<file path="src/sv/acps_pkg.sv">
// ---------------------------------------------------------------------------
// acps_pkg: shared types and constants of the audio cue priority scheduler
// Holds the payload structs, result codes, register indexes and state enum.
// ---------------------------------------------------------------------------
`default_nettype none
package acps_pkg;

   localparam int QUEUE_DEPTH   = 16;
   localparam int MAX_PER_FRAME = 4;
   localparam int NUM_IDS       = 8;
   localparam int PRIORITY_BITS = 2;

   localparam int QIDX_W = $clog2(QUEUE_DEPTH);
   localparam int CNT_W  = $clog2(QUEUE_DEPTH + 1);
   localparam int SLOT_W = $clog2(NUM_IDS);
   localparam int NPF_W  = $clog2(MAX_PER_FRAME + 1);
   localparam int ENTRY_W = 3 + PRIORITY_BITS + 32;

   localparam logic [2:0] KIND_QUEUED       = 3'd0;
   localparam logic [2:0] KIND_REF_COOLDOWN = 3'd1;
   localparam logic [2:0] KIND_REF_FULL     = 3'd2;
   localparam logic [2:0] KIND_PLAYED       = 3'd3;
   localparam logic [2:0] KIND_NONE         = 3'd4;

   localparam logic OP_ENQUEUE = 1'b0;
   localparam logic OP_TICK    = 1'b1;

   localparam logic [2:0] REG_CD_0_3   = 3'd0;
   localparam logic [2:0] REG_CD_4_6   = 3'd1;
   localparam logic [2:0] REG_CD_DEF   = 3'd2;
   localparam logic [2:0] REG_STALE    = 3'd3;
   localparam logic [2:0] REG_TRIM     = 3'd4;
   localparam logic [2:0] REG_KEEP_MIN = 3'd5;

   typedef struct packed {
      logic        opcode;
      logic [2:0]  sample_id;
      logic [1:0]  priority_req;
      logic [31:0] current_time;
   } req_type;

   typedef struct packed {
      logic [2:0] result_kind;
      logic [2:0] played_id;
      logic [4:0] queue_count;
      logic       last;
   } rsp_type;

   typedef struct packed {
      logic [2:0]               id;
      logic [PRIORITY_BITS-1:0] pri;
      logic [31:0]              ts;
   } entry_type;

   typedef struct packed {
      logic [63:0] cd_0_3;
      logic [47:0] cd_4_6;
      logic [15:0] cd_def;
      logic [15:0] stale;
      logic [4:0]  trim;
      logic [1:0]  keep_min;
   } cfg_type;

   typedef enum logic [3:0] {
      ST_IDLE, ST_STALE_RD, ST_STALE_WR, ST_ENQ_CHECK, ST_EVICT_RD, ST_EVICT_MV,
      ST_APPEND, ST_SEL_RD, ST_SEL_CMP, ST_SEL_MV, ST_TRIM_RD, ST_TRIM_WR,
      ST_TAIL
   } state_type;

endpackage
`default_nettype wire

</file>
<file path="src/sv/audio_cue_priority_scheduler_top.sv">
// ---------------------------------------------------------------------------
// audio_cue_priority_scheduler_top: cue request queue with cooldowns
// Sequencer over a queue RAM; one compare unit walks the entries in turn.
// ---------------------------------------------------------------------------
// channel | ports                       | transfer
// req     | start, busy, req_payload    | start high while busy low
// rsp     | rsp_strobe, rsp_payload     | every cycle rsp_strobe is high
// csr     | csr_valid/ready, index/data | csr_valid and csr_ready high
//
// Every pass handles each entry in a read step (issue the RAM read) and a
// compare or write step, then closes. The stale pass runs first; an enqueue
// then checks the cooldown and appends, after searching for a victim when
// the queue is full. A tick repeats its picks (scan, emit, shift), then runs
// an optional trim pass and the tail.
// busy is high throughout; each result is registered and reaches the ports
// in the cycle after it is formed. Synchronous reset clears the count and
// play records; the queue RAM and play times need no clearing. Results
// cannot be stalled by the receiver.
// ---------------------------------------------------------------------------
`default_nettype none
module audio_cue_priority_scheduler_top (
   input  wire logic                clock,
   input  wire logic                reset,
   input  wire logic                start,
   output logic                     busy,
   input  wire acps_pkg::req_type   req_payload,
   output logic                     rsp_strobe,
   output acps_pkg::rsp_type        rsp_payload,
   input  wire logic                csr_valid,
   output logic                     csr_ready,
   input  wire logic [2:0]          csr_index,
   input  wire logic [63:0]         csr_data
);
   import acps_pkg::*;

   cfg_type cfg;

   acps_csr u_csr (
      .clock(clock), .reset(reset), .csr_valid(csr_valid), .csr_ready(csr_ready),
      .csr_index(csr_index), .csr_data(csr_data), .cfg(cfg)
   );

   // state and item registers
   state_type state_ff, state_in;
   req_type   req_ff, req_in;
   logic [CNT_W-1:0]  cnt_ff, cnt_in;     // entries in queue
   logic [CNT_W-1:0]  rd_ff, rd_in;       // read pointer of a pass
   logic [CNT_W-1:0]  wr_ff, wr_in;       // write pointer of a compacting pass
   logic [QIDX_W-1:0] best_ff, best_in;
   entry_type         bent_ff, bent_in;
   logic              found_ff, found_in;
   logic [NPF_W-1:0]  nplay_ff, nplay_in;
   logic [2:0]        kind_ff, kind_in;
   logic [NUM_IDS-1:0] played_ff, played_in;
   logic [31:0]       lpt_ff [NUM_IDS];
   logic              lpt_we;
   logic [SLOT_W-1:0] lpt_slot;

   // RAM ports
   logic              ram_we;
   logic [QIDX_W-1:0] ram_wa, ram_ra;
   entry_type         ram_wd, ram_rd;

   acps_ram #(.WIDTH(ENTRY_W), .DEPTH(QUEUE_DEPTH)) u_queue (
      .clock(clock), .wr_en(ram_we), .wr_addr(ram_wa), .wr_data(ram_wd),
      .rd_addr(ram_ra), .rd_data(ram_rd)
   );

   logic [31:0] age;
   logic [15:0] cd;
   logic [SLOT_W-1:0] slot;
   logic        better;
   logic        rsp_stb_c;
   rsp_type     rsp_c;

   assign age  = req_ff.current_time - ram_rd.ts;
   assign slot = req_ff.sample_id[SLOT_W-1:0];
   assign busy = (state_ff != ST_IDLE);

   always_comb begin
      unique case (req_ff.sample_id)
         3'd0: cd = cfg.cd_0_3[15:0];
         3'd1: cd = cfg.cd_0_3[31:16];
         3'd2: cd = cfg.cd_0_3[47:32];
         3'd3: cd = cfg.cd_0_3[63:48];
         3'd4: cd = cfg.cd_4_6[15:0];
         3'd5: cd = cfg.cd_4_6[31:16];
         3'd6: cd = cfg.cd_4_6[47:32];
         default: cd = cfg.cd_def;
      endcase
   end

   // compare unit of the selection pass: candidate beats current best
   always_comb begin
      logic [31:0] bage;
      bage   = req_ff.current_time - bent_ff.ts;
      better = !found_ff || (ram_rd.pri > bent_ff.pri) ||
               ((ram_rd.pri == bent_ff.pri) && (age > bage));
   end

   always_comb begin
      state_in  = state_ff;
      req_in    = req_ff;
      cnt_in    = cnt_ff;
      rd_in     = rd_ff;
      wr_in     = wr_ff;
      best_in   = best_ff;
      bent_in   = bent_ff;
      found_in  = found_ff;
      nplay_in  = nplay_ff;
      kind_in   = kind_ff;
      played_in = played_ff;
      ram_we    = 1'b0;
      ram_wa    = wr_ff[QIDX_W-1:0];
      ram_wd    = ram_rd;
      ram_ra    = rd_ff[QIDX_W-1:0];
      lpt_we    = 1'b0;
      lpt_slot  = bent_ff.id[SLOT_W-1:0];
      rsp_stb_c = 1'b0;
      rsp_c     = '0;
      unique case (state_ff)
         ST_IDLE: begin
            if (start) begin
               req_in   = req_payload;
               rd_in    = '0;
               wr_in    = '0;
               nplay_in = '0;
               state_in = ST_STALE_RD;
            end
         end
         // issue read of entry rd
         ST_STALE_RD: begin
            if (rd_ff == cnt_ff) begin
               cnt_in   = wr_ff;
               state_in = (req_ff.opcode == OP_ENQUEUE) ? ST_ENQ_CHECK : ST_SEL_RD;
               rd_in    = '0;
               found_in = 1'b0;
            end else begin
               rd_in    = rd_ff + 1'b1;
               state_in = ST_STALE_WR;
            end
         end
         // keep fresh entries, compact down
         ST_STALE_WR: begin
            if (age <= {16'd0, cfg.stale}) begin
               ram_we = 1'b1;
               wr_in  = wr_ff + 1'b1;
            end
            ram_ra   = rd_ff[QIDX_W-1:0];
            state_in = ST_STALE_RD;
         end
         ST_ENQ_CHECK: begin
            rd_in = '0;
            if (played_ff[slot] &&
                ((req_ff.current_time - lpt_ff[slot]) < {16'd0, cd})) begin
               kind_in  = KIND_REF_COOLDOWN;
               state_in = ST_TAIL;
            end else if (cnt_ff == CNT_W'(QUEUE_DEPTH)) begin
               state_in = ST_EVICT_RD;
               found_in = 1'b0;
               wr_in    = '0;
            end else begin
               state_in = ST_APPEND;
            end
         end
         // find first lower-priority entry, then shift the rest down
         ST_EVICT_RD: begin
            if (rd_ff == cnt_ff) begin
               if (!found_ff) begin
                  kind_in  = KIND_REF_FULL;
                  state_in = ST_TAIL;
               end else begin
                  cnt_in   = cnt_ff - 1'b1;
                  state_in = ST_APPEND;
               end
            end else begin
               rd_in    = rd_ff + 1'b1;
               state_in = ST_EVICT_MV;
            end
         end
         ST_EVICT_MV: begin
            if (found_ff) begin
               ram_we = 1'b1;
               wr_in  = wr_ff + 1'b1;
            end else if (ram_rd.pri < req_ff.priority_req[PRIORITY_BITS-1:0]) begin
               found_in = 1'b1;
            end else begin
               wr_in = wr_ff + 1'b1;
            end
            state_in = ST_EVICT_RD;
         end
         ST_APPEND: begin
            ram_we    = 1'b1;
            ram_wa    = cnt_ff[QIDX_W-1:0];
            ram_wd.id = req_ff.sample_id;
            ram_wd.pri = req_ff.priority_req[PRIORITY_BITS-1:0];
            ram_wd.ts = req_ff.current_time;
            cnt_in    = cnt_ff + 1'b1;
            kind_in   = KIND_QUEUED;
            state_in  = ST_TAIL;
         end
         // selection pass: scan all entries through the compare unit
         ST_SEL_RD: begin
            if (cnt_ff == '0 || nplay_ff == NPF_W'(MAX_PER_FRAME)) begin
               rd_in    = '0;
               wr_in    = '0;
               state_in = (cnt_ff > cfg.trim) ? ST_TRIM_RD : ST_TAIL;
               kind_in  = KIND_NONE;
            end else if (rd_ff == cnt_ff) begin
               // winner known: record play, emit, shift tail down
               lpt_we    = 1'b1;
               played_in[bent_ff.id[SLOT_W-1:0]] = 1'b1;
               rsp_stb_c = 1'b1;
               rsp_c.result_kind = KIND_PLAYED;
               rsp_c.played_id   = bent_ff.id;
               rsp_c.queue_count = 5'(cnt_ff - 1'b1);
               rsp_c.last = 1'b0;
               nplay_in = nplay_ff + 1'b1;
               rd_in    = {1'b0, best_ff} + 1'b1;
               wr_in    = {1'b0, best_ff};
               state_in = ST_SEL_MV;
            end else begin
               rd_in    = rd_ff + 1'b1;
               state_in = ST_SEL_CMP;
            end
         end
         ST_SEL_CMP: begin
            if (better) begin
               found_in = 1'b1;
               best_in  = QIDX_W'(rd_ff - 1'b1);
               bent_in  = ram_rd;
            end
            state_in = ST_SEL_RD;
         end
         // shift entries above the winner down by one; each read is issued ahead of its write
         ST_SEL_MV: begin
            if (rd_ff == cnt_ff) begin
               cnt_in   = cnt_ff - 1'b1;
               rd_in    = '0;
               found_in = 1'b0;
               state_in = ST_SEL_RD;
            end else begin
               rd_in    = rd_ff + 1'b1;
               state_in = ST_TRIM_WR;
               kind_in  = KIND_PLAYED;
            end
         end
         ST_TRIM_RD: begin
            if (rd_ff == cnt_ff) begin
               cnt_in   = wr_ff;
               state_in = ST_TAIL;
            end else begin
               rd_in    = rd_ff + 1'b1;
               state_in = ST_TRIM_WR;
               kind_in  = KIND_NONE;
            end
         end
         // shared write step of trim and winner shift
         ST_TRIM_WR: begin
            if (kind_ff == KIND_PLAYED || ram_rd.pri >= cfg.keep_min[PRIORITY_BITS-1:0]) begin
               ram_we = 1'b1;
               wr_in  = wr_ff + 1'b1;
            end
            state_in = (kind_ff == KIND_PLAYED) ? ST_SEL_MV : ST_TRIM_RD;
         end
         ST_TAIL: begin
            rsp_stb_c = 1'b1;
            rsp_c.queue_count = 5'(cnt_ff);
            rsp_c.last = 1'b1;
            if (req_ff.opcode == OP_TICK && nplay_ff != '0) begin
               // final played result was held back to carry post-trim count
               rsp_c.result_kind = KIND_PLAYED;
               rsp_c.played_id   = bent_ff.id;
            end else begin
               rsp_c.result_kind = kind_ff;
            end
            state_in = ST_IDLE;
         end
         default: state_in = ST_IDLE;
      endcase
   end

   // the played result of the final pick is deferred to the tail
   logic final_pick;
   assign final_pick = (state_ff == ST_SEL_RD) && (rd_ff == cnt_ff) &&
                       (cnt_ff != '0) && (nplay_ff != NPF_W'(MAX_PER_FRAME)) &&
                       ((cnt_ff == CNT_W'(1)) || (nplay_ff == NPF_W'(MAX_PER_FRAME - 1)));

   logic       rsp_strobe_q;
   rsp_type    rsp_hold;
   assign rsp_strobe_q = rsp_stb_c && !final_pick;
   assign rsp_hold     = rsp_c;

   always_ff @(posedge clock) begin
      if (reset) begin
         state_ff  <= ST_IDLE;
         cnt_ff    <= '0;
         played_ff <= '0;
         nplay_ff  <= '0;
         found_ff  <= 1'b0;
      end else begin
         state_ff  <= state_in;
         cnt_ff    <= cnt_in;
         played_ff <= played_in;
         nplay_ff  <= nplay_in;
         found_ff  <= found_in;
      end
      req_ff  <= req_in;
      rd_ff   <= rd_in;
      wr_ff   <= wr_in;
      best_ff <= best_in;
      bent_ff <= bent_in;
      kind_ff <= kind_in;
      if (lpt_we) begin
         lpt_ff[lpt_slot] <= req_ff.current_time;
      end
   end

   // registered result port
   logic    out_stb_ff;
   rsp_type out_ff;
   always_ff @(posedge clock) begin
      if (reset) begin
         out_stb_ff <= 1'b0;
      end else begin
         out_stb_ff <= rsp_strobe_q;
      end
      out_ff <= rsp_hold;
   end

   assign rsp_strobe  = out_stb_ff;
   assign rsp_payload = out_ff;

`ifndef SYNTHESIS
   a_busy_no_out: assert property (@(posedge clock) disable iff (reset)
      (state_ff == ST_IDLE) |=> !out_stb_ff) else $error("result without work");
   a_cnt_range: assert property (@(posedge clock) disable iff (reset)
      cnt_ff <= CNT_W'(QUEUE_DEPTH)) else $error("count overflow");
   a_tail_last: assert property (@(posedge clock) disable iff (reset)
      (state_ff == ST_TAIL) |=> (out_stb_ff && out_ff.last)) else $error("tail lost");
`endif
endmodule
`default_nettype wire

</file>
<file path="src/sv/acps_ram.sv">
// ---------------------------------------------------------------------------
// acps_ram: generic single-write, single-read RAM
// One write port, one read port with registered read data.
// ---------------------------------------------------------------------------
`default_nettype none
module acps_ram #(
   parameter int WIDTH = 8,
   parameter int DEPTH = 16
) (
   input  wire logic                     clock,
   input  wire logic                     wr_en,
   input  wire logic [$clog2(DEPTH)-1:0] wr_addr,
   input  wire logic [WIDTH-1:0]         wr_data,
   input  wire logic [$clog2(DEPTH)-1:0] rd_addr,
   output logic      [WIDTH-1:0]         rd_data
);
   logic [WIDTH-1:0] mem_ff [DEPTH];

   always_ff @(posedge clock) begin
      if (wr_en) begin
         mem_ff[wr_addr] <= wr_data;
      end
      rd_data <= mem_ff[rd_addr];
   end
endmodule
`default_nettype wire

</file>
<file path="src/sv/acps_csr.sv">
// ---------------------------------------------------------------------------
// acps_csr: configuration register file
// Takes register writes and presents the settings as one struct.
// ---------------------------------------------------------------------------
`default_nettype none
module acps_csr (
   input  wire logic              clock,
   input  wire logic              reset,
   input  wire logic              csr_valid,
   output logic                   csr_ready,
   input  wire logic [2:0]        csr_index,
   input  wire logic [63:0]       csr_data,
   output acps_pkg::cfg_type      cfg
);
   import acps_pkg::*;

   cfg_type cfg_ff;

   assign csr_ready = 1'b1;
   assign cfg       = cfg_ff;

   always_ff @(posedge clock) begin
      if (reset) begin
         cfg_ff.cd_0_3   <= 64'd42221890764800100;
         cfg_ff.cd_4_6   <= 48'd429503283350;
         cfg_ff.cd_def   <= 16'd50;
         cfg_ff.stale    <= 16'd1000;
         cfg_ff.trim     <= 5'd8;
         cfg_ff.keep_min <= 2'd1;
      end else if (csr_valid) begin
         unique case (csr_index)
            REG_CD_0_3:   cfg_ff.cd_0_3   <= csr_data;
            REG_CD_4_6:   cfg_ff.cd_4_6   <= csr_data[47:0];
            REG_CD_DEF:   cfg_ff.cd_def   <= csr_data[15:0];
            REG_STALE:    cfg_ff.stale    <= csr_data[15:0];
            REG_TRIM:     cfg_ff.trim     <= csr_data[4:0];
            REG_KEEP_MIN: cfg_ff.keep_min <= csr_data[1:0];
            default: ;
         endcase
      end
   end
endmodule
`default_nettype wire
</file>
<file path="config.mk">
export PLATFORM = sky130hd
export DESIGN_NAME = audio_cue_priority_scheduler_top
export DESIGN_NICKNAME = d
export VERILOG_FILES = /design/src/sv/acps_pkg.sv /design/src/sv/audio_cue_priority_scheduler_top.sv /design/src/sv/acps_ram.sv /design/src/sv/acps_csr.sv
export SDC_FILE = /design/constraint.sdc
export NUM_CORES = 2
export LEC_CHECK = 0
export ABC_AREA = 1
export ABC_CLOCK_PERIOD_IN_PS = 5800
export BUFFER_PORTS_ARGS = -buffer_cell sky130_fd_sc_hd__buf_4
export CAP_MARGIN = 40
export CORE_AREA = 3 3 311 389
export DETAILED_ROUTE_END_ITERATION = 10
export DIE_AREA = 0 0 314 392
export PLACE_DENSITY_LB_ADDON = 0.3
export SKIP_LAST_GASP = 1
export SYNTH_ARGS = -nofsm -noshare
export SYNTH_HDL_FRONTEND = slang
export SYNTH_SLANG_ARGS = --single-unit
</file>
<file path="constraint.sdc">
create_clock -name clock -period 5.8 [get_ports clock]
set_clock_uncertainty 0.15 [all_clocks]
set_input_delay 0.87 -clock clock [delete_from_list [all_inputs] [get_ports clock]]
set_output_delay 0.87 -clock clock [all_outputs]
set_load 0.02 [all_outputs]
</file>
---- Word level (Yosys, flattened, before mapping) ----
Memories as Yosys holds them, arrays and structs flattened. A register that Yosys moved wholly into a read port is not among the register bits.
Cells that the tools add are included.
word-level totals
  register bits ........................... 277
  memory bits (writable) .................. 848
  input port bits ......................... 109
  output and inout bits ................... 15
  word-level logic and storage cells ...... 227
  memories kept ........................... 2
memories
  name            words  bits a word  rd ports  clocked after memory_dff  wr ports  line                                    text
  u_queue.mem_ff  16     37           1         1                         1         acps_ram.sv:17                          logic [WIDTH-1:0] mem_ff [DEPTH];
  lpt_ff          8      32           1         1                         1         audio_cue_priority_scheduler_top.sv:55  logic [31:0] lpt_ff [NUM_IDS];
operators by class
  $add $sub $neg .......................... 10
  $lt $le $gt $ge ......................... 10
  equal/unequal tests ..................... 52
  multiplexer cells ....................... 77
  bitwise gates (word level) .............. 2
  reductions and logical operators ........ 47
operators with widths
  cell                                                             number
  16-bit one-hot mux with 7 select lines                           1
  32-bit subtractor                                                3
  5-bit 2-to-1 mux                                                 17
  3-bit 2-to-1 mux                                                 17
  4-bit one-hot mux with 12 select lines                           1
  37-bit 2-to-1 mux                                                1
  2-bit != test, second input constant                             17
  32-bit greater-than comparator                                   1
  32-bit by 16-bit <= comparator with 1-bit output                 1
  32-bit by 16-bit < comparator with 1-bit output                  1
  5-bit one-hot mux with 6 select lines                            1
  5-bit one-hot mux with 5 select lines                            1
  4-bit 2-to-1 mux                                                 6
  12-bit one-hot mux with 2 select lines                           1
  11-bit 2-to-1 mux                                                2
  4-bit == test, second input constant                             5
  5-bit one-hot mux with 4 select lines                            1
  1-bit 2-to-1 mux                                                 19
  3-bit by 2-bit == test with 1-bit output, second input constant  6
  3-bit == test, second input constant                             6
  3-bit one-hot mux with 6 select lines                            1
  4-bit by 3-bit == test with 1-bit output, second input constant  4
  2-bit AND reduction                                              8
  5-bit by 1-bit adder with 5-bit output, second input constant    3
  other kinds (44)                                                 74

---- Depth between registers and ports, before layout ----
  word-level depth ........................ 7
  depth in mapped cells ................... 31
  depth with buffers taken out ............ 29

---- Modules after synthesis ----
From an unflattened synthesis, not the netlist that was laid out.
unflattened totals
  cell total of the unflattened synthesis .. 6074
  area total of the unflattened synthesis .. 56266.5 µm²
modules (own cells, without submodules)
  module                            instances  cells each  area an instance (µm²)  seq. area each (µm²)
  acps_ram                          1          2448        26221.4                 18517.8
  audio_cue_priority_scheduler_top  1          2766        24064.3                 11190.7
  acps_csr                          1          860         5980.7                  3022.9

---- Worst setup path before layout ----
Ideal clock, no wire load.
  path kind ............................... register to register
  from .................................... reg req_ff[0] (netlist bit)
  to ...................................... reg bent_ff[0] (netlist bit), enable pin
  library setup time ...................... 0.453 ns
  arrival ................................. 5.367 ns
  data required time ...................... 5.197 ns
  slack ................................... -0.170 ns
  cell stages (with the launch flop) ...... 23
  buffers on the path ..................... 0
  clock period less this slack ............ 5.970 ns
  cell sequence ........................... edfxtp_1 inv_1 ha_1 inv_1 fa_1 nand3_1 nand2_1 a31oi_1 o21ai_1 a21boi_0 o21ai_0 a21boi_1 o21bai_1 xnor2_1 ha_1 nand2_1 nor2_1 nand2_1 nor4_1 nand2_1 nand3_1 nand2_1 a21oi_1
on the way
  word-level cells in the longest chain between the ends .. 5
  elaborated cells between the ends (all ways) .. 6
  those cells by class .................... 2 x add/sub; 1 x order compare; 3 x reduce/logical
RTL lines
  what                                  line                                                                            text
  from (decl)                           audio_cue_priority_scheduler_top.sv:45                                          req_type req_ff, req_in;
  from (signal assigned)                audio_cue_priority_scheduler_top.sv:308                                         req_ff <= req_in;
  32-bit subtractor (on tied branches)  audio_cue_priority_scheduler_top.sv:76, audio_cue_priority_scheduler_top.sv:96
  32-bit greater-than comparator (*)    audio_cue_priority_scheduler_top.sv:98                                          ((ram_rd.pri == bent_ff.pri) && (age > bage));
  1-bit logical AND (*)                 audio_cue_priority_scheduler_top.sv:98
  1-bit logical OR (*)                  audio_cue_priority_scheduler_top.sv:97                                          better = !found_ff || (ram_rd.pri > bent_ff.pri) ||
  2-bit AND reduction (no line) (*)     --
  to (signal assigned)                  audio_cue_priority_scheduler_top.sv:312                                         bent_ff <= bent_in;
  to (decl)                             audio_cue_priority_scheduler_top.sv:50                                          entry_type bent_ff, bent_in;
Mark *: on every way between the ends. The rest lies on a longest branch, timed or not.
A chain may end at the register's enable or synchronous reset.

---- Worst setup path in the final report ----
  from .................................... reg req_ff[0] (netlist bit)
  to ...................................... reg bent_ff[23] (netlist bit), enable pin
Same word-level chain as after synthesis.

==> impl_metrics.yaml <==
run_status:
  status: "complete, no violations"
logic_synthesis:
  synth_nets: 5470
  ys_async_sr_fraction_pct: 0
  syn_area_per_cell_um2: 10.2
  synth_area_um2: 52800
  ys_seq_area_share_pct: 62.0
  synthFlopType: "edfxtp_1"
  yosys_warnings: 0
  syn-instance-count: 5180
  synth_area_leader_cell: "edfxtp_1"
  synth_cell_types: 62
  yosys.area.top_type_share_pct: 53.5
  synth_edf_count: 940
  synth_area_leaders: "edfxtp_1 53%, dfxtp_1 8.5%, o21ai_0 7.2%, nor2_1 6.4%, nand2_1 4.5%"
  ys_ff_latch: 1165
power_and_ir_drop:
  power_density_nw_per_um2: 500
  p_leak_nw: 22.5
  seq_power_share_pct: 35.7
  p_int_mw: 18.1
  p_sw_share_pct: 39.3
  combPwrFrac_pct: 39.8
  peakVddDrop_uv: 317
  p_switching_mw: 11.7
  p_clk_share_pct: 24.5
sta:
  finalMaxSlewViolations: 0
  grt_setup_unrepaired: "no"
  hold_violations: 0
  timing.fmax_mhz: 187
  tightestPinTransition_ns: 0.954
  fin_crit_ns: 5.34
  setup_viol: 0
  fin_crit_sh_pct: 92.1
  slew_headroom_pct: 36.4
  tns_ns: 0
worst_setup_path:
  r2r_start: "req_ff[0]"
  max_stage_delay_ns: 0.51
  critical_path_required_ns: 6.03
  cp_cell_sequence: "inv_1, ha_1, inv_1, fa_1, nand3_1, nand2_1, a31oi_1, o21ai_1, a21boi_0, o21ai_0, a21boi_1, o21bai_1, xnor2_1, ha_1, nand2_1, nor2_1, nand2_1, nor4_2, nand2_1, nand3_1, nand2_1, a21oi_4, buf_12"
  arrival_ns: 5.57
  worst_r2r_path_depth: 23
  setup.worst_path.end_class: "flop"
  startpoint: "req_ff[0]"
  rr_endpoint: "bent_ff[23]"
  crit_type: "flop to flop"
  crit_end: "bent_ff[23]"
  start_kind: "flop"
  setup.reg_to_reg.worst_slack_ns: 0.46
  crit_slowest_cell: "edfxtp_1"
  critPathMaxFanout: 41
  path_common_cell: "nand2_1"
place:
  hpwlAfterDp_um: 93900
  gp_congestion: 1.03
  dp.cells: 6755
  portBuffers: 122
cts:
  ctsResizeCount: 0
  ctsLongestPathBuffers: 3
  cts_tree: "done"
  post_cts_buffers: 0
  numCtsBuffers: 107
  clk_pin_slew_worst_paths_ns: 0.07
  root_buffer: "clkbuf_16"
  clk_latency_ns: 0.73
  ctsHoldBuffers: 0
  htree_levels: 3
  cts_num_sinks: 1165
layout:
  drive_above_1_share_pct: 9.81
  fin_cells: 6959
  fin_nets: 5581
  final_cell_mix: "940 x edfxtp_1, 885 x nor2_1, 756 x o21ai_0"
  final_common_cell: "edfxtp_1"
  syn_to_final_growth_pct: 13.1
  final_core_util_pct: 50.6
routing:
  drt_first_iter_violations: 3742
  vias_per_cell: 5.59
  totalWireLength_um: 146000
  ant_nets: 0
  drc: 0
  vias: 38900
  dr.pass1.iters: 7
  wl_per_cell_um: 21.0
floorplan:
  start_util_pct: 44.7
  core-area_um2: 118000
  boundaryPins: 124
  die_y_um: 392
  dieArea_um2: 123000
  chipWidth_um: 314
  placementRows: 141
hold_path:
  holdCritPathClass: "input pin to flop"
grt:
  grt_pass1_vias: 37600
  antenna_found_initial: 3
  grt_overflow_total: 0
  grt_pass1_wl_um: 221000
  grt_use_total_pct: 23.3
  grt_max_degree: 167
flow_run:
  max_cap_violations: 0
-- power by group through the flow --
stage          registers (mW)  clock network, mW  logic (mW)
6_report                 10.6               7.32        11.9
2_1_floorplan            10.6                  0        8.18
3_5_place_dp             10.8                  0        11.8
5_1_grt                  10.7               7.75        13.3
4_1_cts                  10.6               7.44        11.8
3_3_place_gp             10.8                  0        11.6
-- area by class of cell --
class                           instances  area, µm²
Antenna cell                            1       2.50
Fill cell                           10500      58300
Timing Repair Buffer                  242       2090
Multi-Input combinational cell       3378      17700
Clock inverter                         65        773
Clock buffer                          138       2920
Inverter                              397       1500
Sequential cell                      1165      32700
Tap cell                             1573       1970
-- cells in the mapped netlist, types with 3 or more instances --
cell type / n
o21ai_0: 758
dfxtp_1: 225
xor2_1: 52
inv_1: 373
nand2_2: 26
nand3_2: 3
o22ai_1: 214
xnor2_1: 23
nor2_4: 5
nand3b_1: 11
nand2_1: 639
a22oi_1: 18
edfxtp_1: 940
a21oi_1: 188
a31oi_1: 18
o221ai_1: 31
nor2_1: 893
o21a_1: 7
o211ai_1: 11
buf_2: 5
nor3_1: 35
a221oi_1: 15
nor4_1: 3
a22o_1: 10
nand3_1: 121
ha_1: 178
fa_1: 3
a21o_1: 6
buf_1: 7
clkbuf_1: 225
o21ai_1: 13
nor2_2: 13
nand4_1: 35
nor3_2: 4
a2111oi_0: 3
or2_2: 6
inv_2: 23
a211oi_1: 8
a21boi_0: 3
-- worst max-delay path, delay by kind of cell (launching register included) --
kind / cells / cell delay [ns]
compound gates: 7 / 1.58
simple gates: 9 / 1.24
fa+ha+maj: 3 / 0.84
flops: 1 / 0.51
buf+inv: 3 / 0.50
xor+xnor: 1 / 0.14
-- logic make-up (layout without fill, tap and decap cells) --
logic type / Yosys count / in the layout / share of synthesized area (%)
AOI/OAI and AO/OA: 1320 / 1320 / 13.9
xor gates and xnor gates: 76 / 76 / 1.28
adders and majority gates: 181 / 181 / 4.33
buffers and inverters: 637 / 842 / 4.60
DFF: 1165 / 1165 / 62.0
other: 1 / 2 / 0.00711
and+or+nand+nor: 1800 / 1800 / 13.9
-- stage by stage --
stage	hold slack [ns]	instance area, µm²	setup slack [ns]	power, mW
3_5_place_dp	0.270	56000	0.331	22.6
6_report	0.172	59700	0.460	29.8
5_1_grt	0.156	59700	0.110	31.7
3_3_place_gp	0.262	56000	0.404	22.4
4_1_cts	0.132	59700	0.296	29.9
2_1_floorplan	0.258	52800	0.656	18.8
-- how the worst min path moves through the flow --
stage                             start           to  slack (ns)  cells past startpoint
floorplan           u_queue.rd_data[10]  bent_ff[10]        0.26                      0
global placement     u_queue.rd_data[5]   bent_ff[5]        0.26                      0
detailed placement  u_queue.rd_data[10]  bent_ff[10]        0.27                      0
CTS                      req_payload[6]    req_ff[6]        0.13                      1
global route            req_payload[18]   req_ff[18]        0.16                      1
finish                   req_payload[6]    req_ff[6]        0.17                      1
-- flip-flops by register name, indices dropped and copies added, names as in the netlist, named ones only --
name	count
bent_ff	34
rd_ff	5
req_ff	35
lpt_ff	256
u_queue.rd_data	37
wr_ff	5
best_ff	4
u_csr.cfg	151
found_ff	1
slot	3
kind_ff	3
rsp_strobe	1
nplay_ff	3
rsp_payload	12
state_ff	4
u_queue.mem_ff	592
played_ff	8
lpt_slot	3
cnt_ff	5
-- metal layers --
layer	up-vias	GRT usage, %	part of all wire [%]
li1	18400	-	-
met1	18900	28.5	39
met2	1264	41.2	50
met3	306	2.70	5.8
met4	0	10.9	4.6
met5	-	0	0
(Power assumes the default switching activity.)
